[src/hw/rtl/bads_pkg.sv]
// Shared constants, register indexes and controller/datapath interface types.
package bads_pkg;

	localparam int MAX_WIDTH  = 4096;
	localparam int MAX_HEIGHT = 4096;

	localparam int DIM_W   = 13;
	localparam int POS_W   = 12;
	localparam int ADDR_W  = $clog2(MAX_WIDTH);
	localparam int SUM_W   = 32;
	localparam int CNT_W   = 2 * DIM_W;
	localparam int CH_W    = 8;
	localparam int LANES   = 4;
	localparam int CFG_IDX_W = 3;

	localparam logic [CFG_IDX_W-1:0] REG_SRC_W = 3'd0;
	localparam logic [CFG_IDX_W-1:0] REG_SRC_H = 3'd1;
	localparam logic [CFG_IDX_W-1:0] REG_TGT_W = 3'd2;
	localparam logic [CFG_IDX_W-1:0] REG_TGT_H = 3'd3;

	// Commands from the controller to the datapath.
	typedef struct packed {
		logic take;
		logic accum;
		logic avg_start;
		logic bnd_mul;
		logic bnd_start;
		logic bnd_load;
		logic emit;
		logic emit_inv;
		logic advance;
		logic cfg_wr;
	} cmd_t;

	// Status from the datapath to the controller.
	typedef struct packed {
		logic sizes_ok;
		logic emit_pend;
		logic moves;
		logic div_busy;
		logic out_free;
		logic cfg_known;
	} status_t;

endpackage

[src/hw/rtl/bads_ctrl.sv]
// Controller state machine sequencing pixel, boundary and configuration work.
module bads_ctrl
	import bads_pkg::*;
(
	input  logic    clk,
	input  logic    arst_n,
	input  logic    s_axis_tvalid,
	output logic    s_axis_tready,
	input  logic    cfg_valid,
	output logic    cfg_ready,
	input  status_t status,
	output cmd_t    cmd
);

	localparam logic [3:0] ST_IDLE  = 4'd0;
	localparam logic [3:0] ST_ACC   = 4'd1;
	localparam logic [3:0] ST_CHK   = 4'd2;
	localparam logic [3:0] ST_AVG   = 4'd3;
	localparam logic [3:0] ST_EMIT  = 4'd4;
	localparam logic [3:0] ST_ADV   = 4'd5;
	localparam logic [3:0] ST_BMUL  = 4'd6;
	localparam logic [3:0] ST_BDIV  = 4'd7;
	localparam logic [3:0] ST_BWAIT = 4'd8;
	localparam logic [3:0] ST_INV   = 4'd9;

	logic [3:0] state_q, state_d;
	logic       cfg_txn, in_txn;

	assign cfg_ready     = (state_q == ST_IDLE);
	assign s_axis_tready = (state_q == ST_IDLE) && !cfg_valid;
	assign cfg_txn       = cfg_valid && cfg_ready;
	assign in_txn        = s_axis_tvalid && s_axis_tready;

	// Next state and commands.
	always_comb begin
		state_d = state_q;
		cmd     = '0;
		case (state_q)
			ST_IDLE: begin
				if (cfg_txn) begin
					cmd.cfg_wr = 1'b1;
					if (status.cfg_known) begin
						state_d = ST_BMUL;
					end
				end else if (in_txn) begin
					cmd.take = 1'b1;
					state_d  = status.sizes_ok ? ST_ACC : ST_INV;
				end
			end
			ST_ACC: begin
				cmd.accum = 1'b1;
				state_d   = ST_CHK;
			end
			ST_CHK: begin
				if (status.emit_pend) begin
					cmd.avg_start = 1'b1;
					state_d       = ST_AVG;
				end else begin
					state_d = ST_ADV;
				end
			end
			ST_AVG: begin
				if (!status.div_busy) begin
					state_d = ST_EMIT;
				end
			end
			ST_EMIT: begin
				if (status.out_free) begin
					cmd.emit = 1'b1;
					state_d  = ST_ADV;
				end
			end
			ST_ADV: begin
				cmd.advance = 1'b1;
				state_d     = status.moves ? ST_BMUL : ST_IDLE;
			end
			ST_BMUL: begin
				cmd.bnd_mul = 1'b1;
				state_d     = ST_BDIV;
			end
			ST_BDIV: begin
				cmd.bnd_start = 1'b1;
				state_d       = ST_BWAIT;
			end
			ST_BWAIT: begin
				if (!status.div_busy) begin
					cmd.bnd_load = 1'b1;
					state_d      = ST_IDLE;
				end
			end
			ST_INV: begin
				if (status.out_free) begin
					cmd.emit_inv = 1'b1;
					state_d      = ST_IDLE;
				end
			end
			default: state_d = ST_IDLE;
		endcase
	end

	// State register.
	always_ff @(posedge clk or negedge arst_n) begin
		if (!arst_n) begin
			state_q <= ST_IDLE;
		end else begin
			state_q <= state_d;
		end
	end

endmodule

[config.mk]
export PLATFORM = sky130hd
export DESIGN_NAME = bads_ctrl
export DESIGN_NICKNAME = d
export VERILOG_FILES = /design/src/hw/rtl/bads_pkg.sv /design/src/hw/rtl/bads_ctrl.sv
export SDC_FILE = /design/constraint.sdc
export NUM_CORES = 1
export LEC_CHECK = 0
export BUFFER_PORTS_ARGS = -buffer_cell sky130_fd_sc_hd__buf_4
export CAP_MARGIN = 20
export CORE_AREA = 4 4 41 43
export DETAILED_ROUTE_END_ITERATION = 8
export DIE_AREA = 0 0 45 47
export PLACE_DENSITY = 0.59
export SYNTH_ARGS = -nofsm -noshare
export SYNTH_HDL_FRONTEND = slang
export SYNTH_SLANG_ARGS = --single-unit
[constraint.sdc]
create_clock -name clk -period 2.2 [get_ports clk]
set_input_delay 0 -clock clk [delete_from_list [all_inputs] [get_ports clk]]
set_output_delay 0 -clock clk [all_outputs]
set_load 0.05 [all_outputs]
==> results of run 1 <==
[kinds of logic after synthesis]
| logic type | count (synthesis) | share of synthesized area (%) |
|---|---|---|
| AO/OA/AOI/OAI | 12 | 19.6 |
| buffers and inverters | 8 | 7.00 |
| flip-flops | 4 | 22.4 |
| multiplexers | 3 | 8.96 |
| AND/OR/NAND/NOR | 31 | 42.0 |
[cells in the final DEF (no fill, tap or decap), drive strengths merged]
master,count
a211oi,3
a21o,1
a21oi,2
and2,2
and4b,2
buf,22
clkbuf,3
dfrtp,4
dlygate4sd3,1
inv,2
mux2,2
mux2i,1
nand2,2
nand2b,4
nand3,1
nand4,1
nor2,6
nor3,4
nor3b,1
nor4,3
nor4bb,2
o21a,1
o21ai,1
o31ai,2
o32a,1
o32ai,1
or2,1
or3,1
or3b,1
[worst register-to-register path, delay by kind of cell (launching register included)]
family	cells	cell delay, ps
compound gates	1	430
flops	1	530
simple gates	1	380
mux	1	310
[what timing repair did]
action | 4_1_cts | 5_1_grt
hold endpoints to repair | 4 | 0
setup endpoints to repair | 0 | 0
hold buffers | 1 | 0
[where the power goes]
group,total [mW],switching [mW],internal [mW]
Clock,0.0935,0.0323,0.0612
Combinational,0.754,0.458,0.296
Sequential,0.234,0.122,0.113
[worst paths after layout]
path	from	end	cells after the start
min in group asynchronous	arst_n	state_q[3]	2
max	state_q[0]	state_q[0]	3
max reg2reg	state_q[0]	state_q[0]	3
max in group asynchronous	arst_n	state_q[2]	2
min reg2reg	state_q[1]	state_q[1]	2
min	status[2]	state_q[1]	3
[per-stage QoR]
| stage | setup WS (ps) | cells | total power [mW] | utilization (%) |
|---|---|---|---|---|
| final | 430 | 93 | 1.08 | 49.6 |
| after global routing | 281 | 93 | 1.17 | 49.6 |
| after CTS | 421 | 93 | 1.09 | 49.6 |
| after detailed placement | 432 | 89 | 0.988 | 47.1 |
| after global placement | 479 | 89 | 0.982 | 47.1 |
| after floorplan | -164 | 58 | 0.802 | - |
[layout make-up]
| type | count | area [µm²] |
|---|---|---|
| Inverter | 2 | 7.51 |
| Multi-Input combinational cell | 46 | 322 |
| Fill cell | 128 | 656 |
| Sequential cell | 4 | 100 |
| Clock buffer | 3 | 22.5 |
| Timing Repair Buffer | 23 | 175 |
| Tap cell | 15 | 18.8 |
[metal layers]
layer  vias to the layer above  global-route usage [%]
met5                         -                       0
met4                         0                    7.02
met3                         2                    3.83
met2                        26                    21.8
met1                       227                    17.4
li1                        256                       -
==> impl_metrics.ini, run 1 <==
[critical_path]
critical_path_arrival_ps = 1880
cpPeakStageDelay_ps = 530
crit_required_ps = 2310
critPathLaunchType = register
slowest_stage = dfrtp_1
crit_buf_inv = 0
end_kind = register
cpLargestDelayFamily = flip-flops
cp_max_fo = 17
crit_chain = or2_1 > o32a_2 > mux2_4
ff2ff_setup_slack_ps = 430
worst-setup-path-type = reg -> reg

[outcome]
status = finished, final reports clean

[synthesis]
syn-mean-instance-area_um2 = 7.70
ys_ff_latch = 4
yosysSeqAreaShare_pct = 22.4
syn_area_um2 = 447
synth-edff-count = 0
ys_types = 29
synth_fp_nets = 68
ys.flop_type = dfrtp_1
synth_top_area_cell = dfrtp_1
netlist.area_leader.share_pct = 22.4
yosysMostFrequentCell = nor2_1
synth_cells = 58
synthTopCellsByCount = nor2_1 (6), clkbuf_1 (5), dfrtp_1 (4), nand2b_1 (4), nor3_1 (4)
ys_top_cells_by_area = dfrtp_1 (22%), mux2_4 (6.7%), nand2b_1 (5.6%)
yosysWarningCount = 0
async_reset_ff_share_pct = 100

[sta]
finalHoldViolCount = 0
setup-violations-final = 0
whs_ps = 52.1
maxSlewViolCount = 0
finalCritPeriodShare_pct = 80.4
relSlewSlack_pct = 69.5
fmax_ghz = 0.565
max_slew.worst_pin.slew_ps = 457
rsz0062_at_grt = false
finalClockSkew_ps = 7.05
fin_crit_ps = 1770
setup_tns_ps = 0

[routing]
vias_per_cell = 5.49
drt-pass1-iter-count = 4
drt-met1-wl_um = 539
wl_met2_um = 593
drtIter0Drc = 12
vias = 511
drt-total-wl_mm = 1.26
drtAntennaViolNets = 0
maxUsedRoutingLayer = met4
route.met3.wl_um = 110
drc = 0
routedWlPerCell_um = 13.6

[die]
core_um2 = 1300
die_y_um = 47
initial_core_util_pct = 34.3
die_w_um = 45
pin_count = 22
fp-row-count = 13
dieArea_um2 = 2120

[grt]
grt_max_degree = 18
antenna_found_initial = 0
grt_overflow = 0
gr-usage-all-layers_pct = 13.9
grt_pass1_wl_mm = 2.10
grt_pass1_vias = 468

[clock_network]
clock_path_buffers = 2
post_cts_buffers = 0
root_buffer = clkbuf_4
clkLatencyLatePin_ps = 240
clk_pin_slew_ps = 40
cts.sinks = 4
cts_resized = 0
cts_tree = yes
cts_made_buffers = 3
ctsHtreeMaxLevel = 1

[place]
dpl.hpwl_um = 953
detailed_place.area_um2 = 613
routabilityCongestion = 0.786
port_buffers = 21

[finish]
top_regs = state_q: 4 flops
largest_register = state_q
final_cell_area_um2 = 646
antenna_cells = 0
drive_gt1_share_pct = 38.5
area_growth_pct = 44.5
largest_reg_flops = 4
nets = 90

[pwr]
ir_drop_mv = 0.834
power.density_nw_per_um2 = 1680
p_leak_nw = 0.299

[worst_hold_path]
hp-class = in -> reg

[run]
drv_cap = 0
(Power assumes the default switching activity.)
==> run 2, diff against run 1 <==
clock period = 1.7 ns   (was 2.2 ns; I/O delays follow)
==> run 2 against run 1 <==
  * Combinational power up 72%
  * Total power up 53%
  * Critical path depth up 2
  * Clock power up 33%
  * Die area unchanged
  * Core utilization up 8.8 points
  * Sequential share of layout area down 2.2 points
  * Sequential cell count unchanged
  * Sequential power about the same
  * Non-clock buffer count up 9
==> impl_metrics.ini, run 2 (synthesis results as in run 1) <==
[grt]
grt_overflow = 0
gr-usage-all-layers_pct = 16.0
grt_max_degree = 10
antenna_found_initial = 0
grt_pass1_vias = 575
grt_pass1_wl_mm = 2.41

[worst_hold_path]
holdPathStages = 3
hold_end = state_q[1]
hp-class = in -> reg
min_from = status[2]

[run]
drv_cap = 0

[routing]
drc = 0
drtAntennaViolNets = 0
maxUsedRoutingLayer = met4
vias = 552
drt-met1-wl_um = 654
wl_met2_um = 674
routedWlPerCell_um = 14.2
route.met3.wl_um = 111
vias_per_cell = 5.41
drt-total-wl_mm = 1.45
drtIter0Drc = 3
drt-pass1-iter-count = 4

[finish]
seq_area_um2 = 101
nets = 99
area_growth_pct = 70.3
final_cell_mix = buf_4 (30), nor2_1 (6), nand2b_1 (4)
mostFrequentLayoutCell = buf_4
fill_cells = 137
top_regs = state_q: 4 flops
largest_register = state_q
drive_gt1_share_pct = 54.0
final_core_util_pct = 58.5
antenna_cells = 0
largest_reg_flops = 4
multi_input_area_um2 = 364

[clock_network]
clock_path_buffers = 2
clkLatencyLatePin_ps = 240
cts_tree = yes
ctsHtreeMaxLevel = 1
cts.sinks = 4
root_buffer = clkbuf_4
clk_pin_slew_ps = 40
cts_made_buffers = 3

[die]
fp-row-count = 13
die_y_um = 47
dieArea_um2 = 2120
core_um2 = 1300
initial_core_util_pct = 34.3
pin_count = 22
die_w_um = 45

[critical_path]
crit_required_ps = 1700
end_kind = output port
crit_start = state_q[1]
critical_path_arrival_ps = 1620
critPathLaunchType = register
ff2ff_setup_slack_ps = 90
r2r-start = state_q[0]
r2r_cells = 5
worst-setup-path-type = reg -> out
rr_endpoint = state_q[0]
cp_max_fo = 6

[sta]
finalClockSkew_ps = 1.09
finalHoldViolCount = 0
finalCritPeriodShare_pct = 95.3
max_slew.worst_pin.slew_ps = 340
fmax_ghz = 0.617
maxSlewViolCount = 0
setup_ws_ps = 79.5
rsz0062_at_grt = true
relSlewSlack_pct = 77.2
fin_crit_ps = 1620
setup-violations-final = 0

[pwr]
power.density_nw_per_um2 = 2180
ir_drop_mv = 0.916
p_leak_nw = 0.352
total_power_mw = 1.66

[place]
dpl.hpwl_mm = 1.11
routabilityCongestion = 0.660
pre_cts_ws_ps = 132
port_buffers = 21

[outcome]
status = finished, final reports clean
[run 2: cell types whose count changed in the layout (fill, tap and decap cells not counted), moves of 2 or more]
cell | previous run | this run
nor3_2 | 0 | 2
buf_4 | 22 | 30
nor3_1 | 4 | 2
nor4_1 | 2 | 0
[run 2: routing by layer]
layer  global-route usage [%]  vias up
met3                     6.90        2
met1                     20.7      256
met5                        0        -
li1                         -      273
met2                     24.9       21
met4                     3.51        0
[run 2: stage by stage]
stage	TNS, ps	hold WS (ps)	area [µm²]	std cells
floorplan	-942	-296	500	58
global route	-1.79	72.0	761	102
detailed placement	0	-200	703	96
global placement	0	-199	703	96
CTS	0	60.3	756	102
finish	0	58.5	761	102
[run 2: power breakdown]
group          total, mW  internal (mW)  switching, mW
Sequential         0.231          0.150         0.0815
Clock              0.124         0.0793         0.0443
Combinational       1.30          0.541          0.759
[run 2: layout make-up]
cell class                      count  share of cell area [%]
Sequential cell                     4                    13.3
Inverter                            2                   0.987
Tap cell                           15                    2.47
Timing Repair Buffer               32                    32.4
Multi-Input combinational cell     46                    47.9
Clock buffer                        3                    2.96
[run 2: what timing repair did]
action / in CTS / in global routing
endpoints found under the hold margin: 4 / 0
hold buffers: 1 / 0
gates resized for setup: 2 / 1
pin swaps: 0 / 1
setup endpoints to repair: 1 / 2
setup buffers: 2 / 0
[run 2: worst max-delay path, stage by stage, from the launching register on]
cell     delay (ps)
dfrtp_1         410
or2_1           260
buf_4           180
nor4_4          170
and2_2          190
buf_6           150
[run 2: how the worst max path moves through the flow]
stage,end,slack (ps),depth (start not counted)
finish,cmd[9],80,5
detailed placement,state_q[1],130,4
CTS,cmd[9],10,5
global route,cmd[9],-2,5
global placement,state_q[1],120,4
floorplan,cmd[0],-210,4
==> run 3, diff against run 2 <==
CORE_AREA = 2 2 39 41   (was 4 4 41 43)
DIE_AREA = 0 0 41 43   (was 0 0 45 47)
==> run 3 against run 2 <==
  * Final area fell by 0.99%
  * Routed wire length is 9.6% lower
  * Register-to-register slack about the same
  * First-iteration DRC count increased by 67%
  * Clock power about the same
  * Count of clock-buffer cells in the layout is the same
  * Sequential share of layout area barely moved
  * Via count fell by 5.6%
  * Setup slack lost 5.6 ps
  * Maximum frequency is 0.35% lower
  * Sequential power is 10% lower
  * Largest power group unchanged
==> impl_metrics.ini, run 3 (synthesis results as in run 1) <==
[routing]
drc = 0
vias_per_cell = 5.11
drt-pass1-iter-count = 4
drtIter0Drc = 5
routedWlPerCell_um = 12.8
drt-total-wl_mm = 1.31
vias = 521
drtAntennaViolNets = 0

[die]
dieArea_um2 = 1760
initial_core_util_pct = 32.3
core_um2 = 1380
pin_count = 22
die_y_um = 43
fp-row-count = 14
die_w_um = 41

[pwr]
p_leak_nw = 0.348
power.density_nw_per_um2 = 2160
ir_drop_mv = 0.996

[finish]
top_regs = state_q: 4 flops
drive_gt1_share_pct = 52.3
seq_area_um2 = 100
final_core_util_pct = 54.4
antenna_cells = 0
largest_reg_flops = 4
largest_register = state_q
mostFrequentLayoutCell = buf_4
area_growth_pct = 68.6
fill_cells = 135
multi_input_area_um2 = 364
final_cell_mix = buf_4 (29), nor2_1 (6), nand2b_1 (4), dfrtp_1 (4), clkbuf_4 (3)
nets = 98

[run]
drv_cap = 0

[critical_path]
critPathLaunchType = register
r2r_cells = 5
critical_path_arrival_ps = 1630
crit_chain = or2_1 > buf_4 > nor4_4 > and2_2 > buf_6
r2r-start = state_q[0]
crit_buf_inv = 2
cpPeakStageDelay_ps = 410
worst-setup-path-type = reg -> out
ff2ff_setup_slack_ps = 100
end_kind = output port
slowest_stage = dfrtp_1
rr_endpoint = state_q[0]
crit_required_ps = 1700
cpLargestDelayFamily = simple AND/OR/NAND/NOR gates
cp_max_fo = 5

[clock_network]
cts_tree = yes
ctsHtreeMaxLevel = 1
clock_path_buffers = 2
cts.sinks = 4
root_buffer = clkbuf_4
clk_pin_slew_ps = 40
cts_made_buffers = 3
clkLatencyLatePin_ps = 240

[grt]
grt_max_degree = 15
antenna_found_initial = 0
grt_pass1_wl_mm = 2.23
grt_overflow = 0
gr-usage-all-layers_pct = 18.8
grt_pass1_vias = 528

[sta]
rsz0062_at_grt = false
max_slew.worst_pin.slew_ps = 394
setup-violations-final = 0
setup_tns_ps = 0
finalHoldViolCount = 0
finalCritPeriodShare_pct = 95.7
fmax_ghz = 0.615
finalClockSkew_ps = 2.81
fin_crit_ps = 1630
relSlewSlack_pct = 73.7
maxSlewViolCount = 0

[outcome]
status = finished, final reports clean

[place]
port_buffers = 21
dpl.hpwl_um = 987
routabilityCongestion = 0.805

[worst_hold_path]
hp-class = in -> async
run 3: worst max-delay path by stage:
stage	slack (ps)	depth (start not counted)	start	to
floorplan	-210	4	state_q[2]	cmd[0]
global placement	190	4	state_q[2]	state_q[2]
detailed placement	180	4	state_q[0]	state_q[2]
CTS	2	5	state_q[1]	cmd[9]
global route	10	5	state_q[0]	state_q[0]
finish	70	5	state_q[1]	cmd[9]
run 3: report_power, final:
part / internal (mW) / total (mW) / switching (mW)
clock: 0.0792 / 0.121 / 0.0421
sequential: 0.148 / 0.207 / 0.0586
combinational: 0.528 / 1.30 / 0.770
run 3: routing by layer:
metal | GRT usage, % | wire length [µm] | up-vias
met1 | 24.9 | 588 | 226
met3 | 5.24 | 58 | 2
met4 | 8.00 | 19 | 0
met5 | 0 | 0 | -
met2 | 27.5 | 644 | 20
li1 | - | - | 273
run 3: worst reg2reg max path, stage by stage (launching register included):
cell	delay, ps
dfrtp_1	400
buf_4	150
and4b_1	180
nor3_1	240
o32a_2	230
mux2_4	290
run 3: area by class of cell:
cell class	count	area share, %
repair buffers	31	31.7
flip-flops and latches	4	13.3
multi-input cells	46	48.3
well taps	16	2.66
clock buffers	3	2.99
inverters	2	0.997
run 3: repair_timing:
action	4_1_cts	5_1_grt
endpoints found under the setup margin	1	2
pin swaps	0	1
hold endpoints to repair	4	0
setup buffers	2	0
hold buffers	1	0
gates resized for setup	1	1
run 3: per-stage QoR:
| stage | hold WS [ps] | setup slack, ps | instance area, µm² | total power [mW] | instances |
|---|---|---|---|---|---|
| final | 80.4 | 73.9 | 753 | 1.63 | 102 |
| after global routing | 85.0 | 9.84 | 753 | 1.74 | 102 |
| after CTS | 86.2 | 2.15 | 748 | 1.63 | 102 |
| after detailed placement | -202 | 182 | 697 | 1.45 | 96 |
| after global placement | -202 | 193 | 697 | 1.45 | 96 |
| after floorplan | -296 | -205 | 500 | 1.13 | 58 |
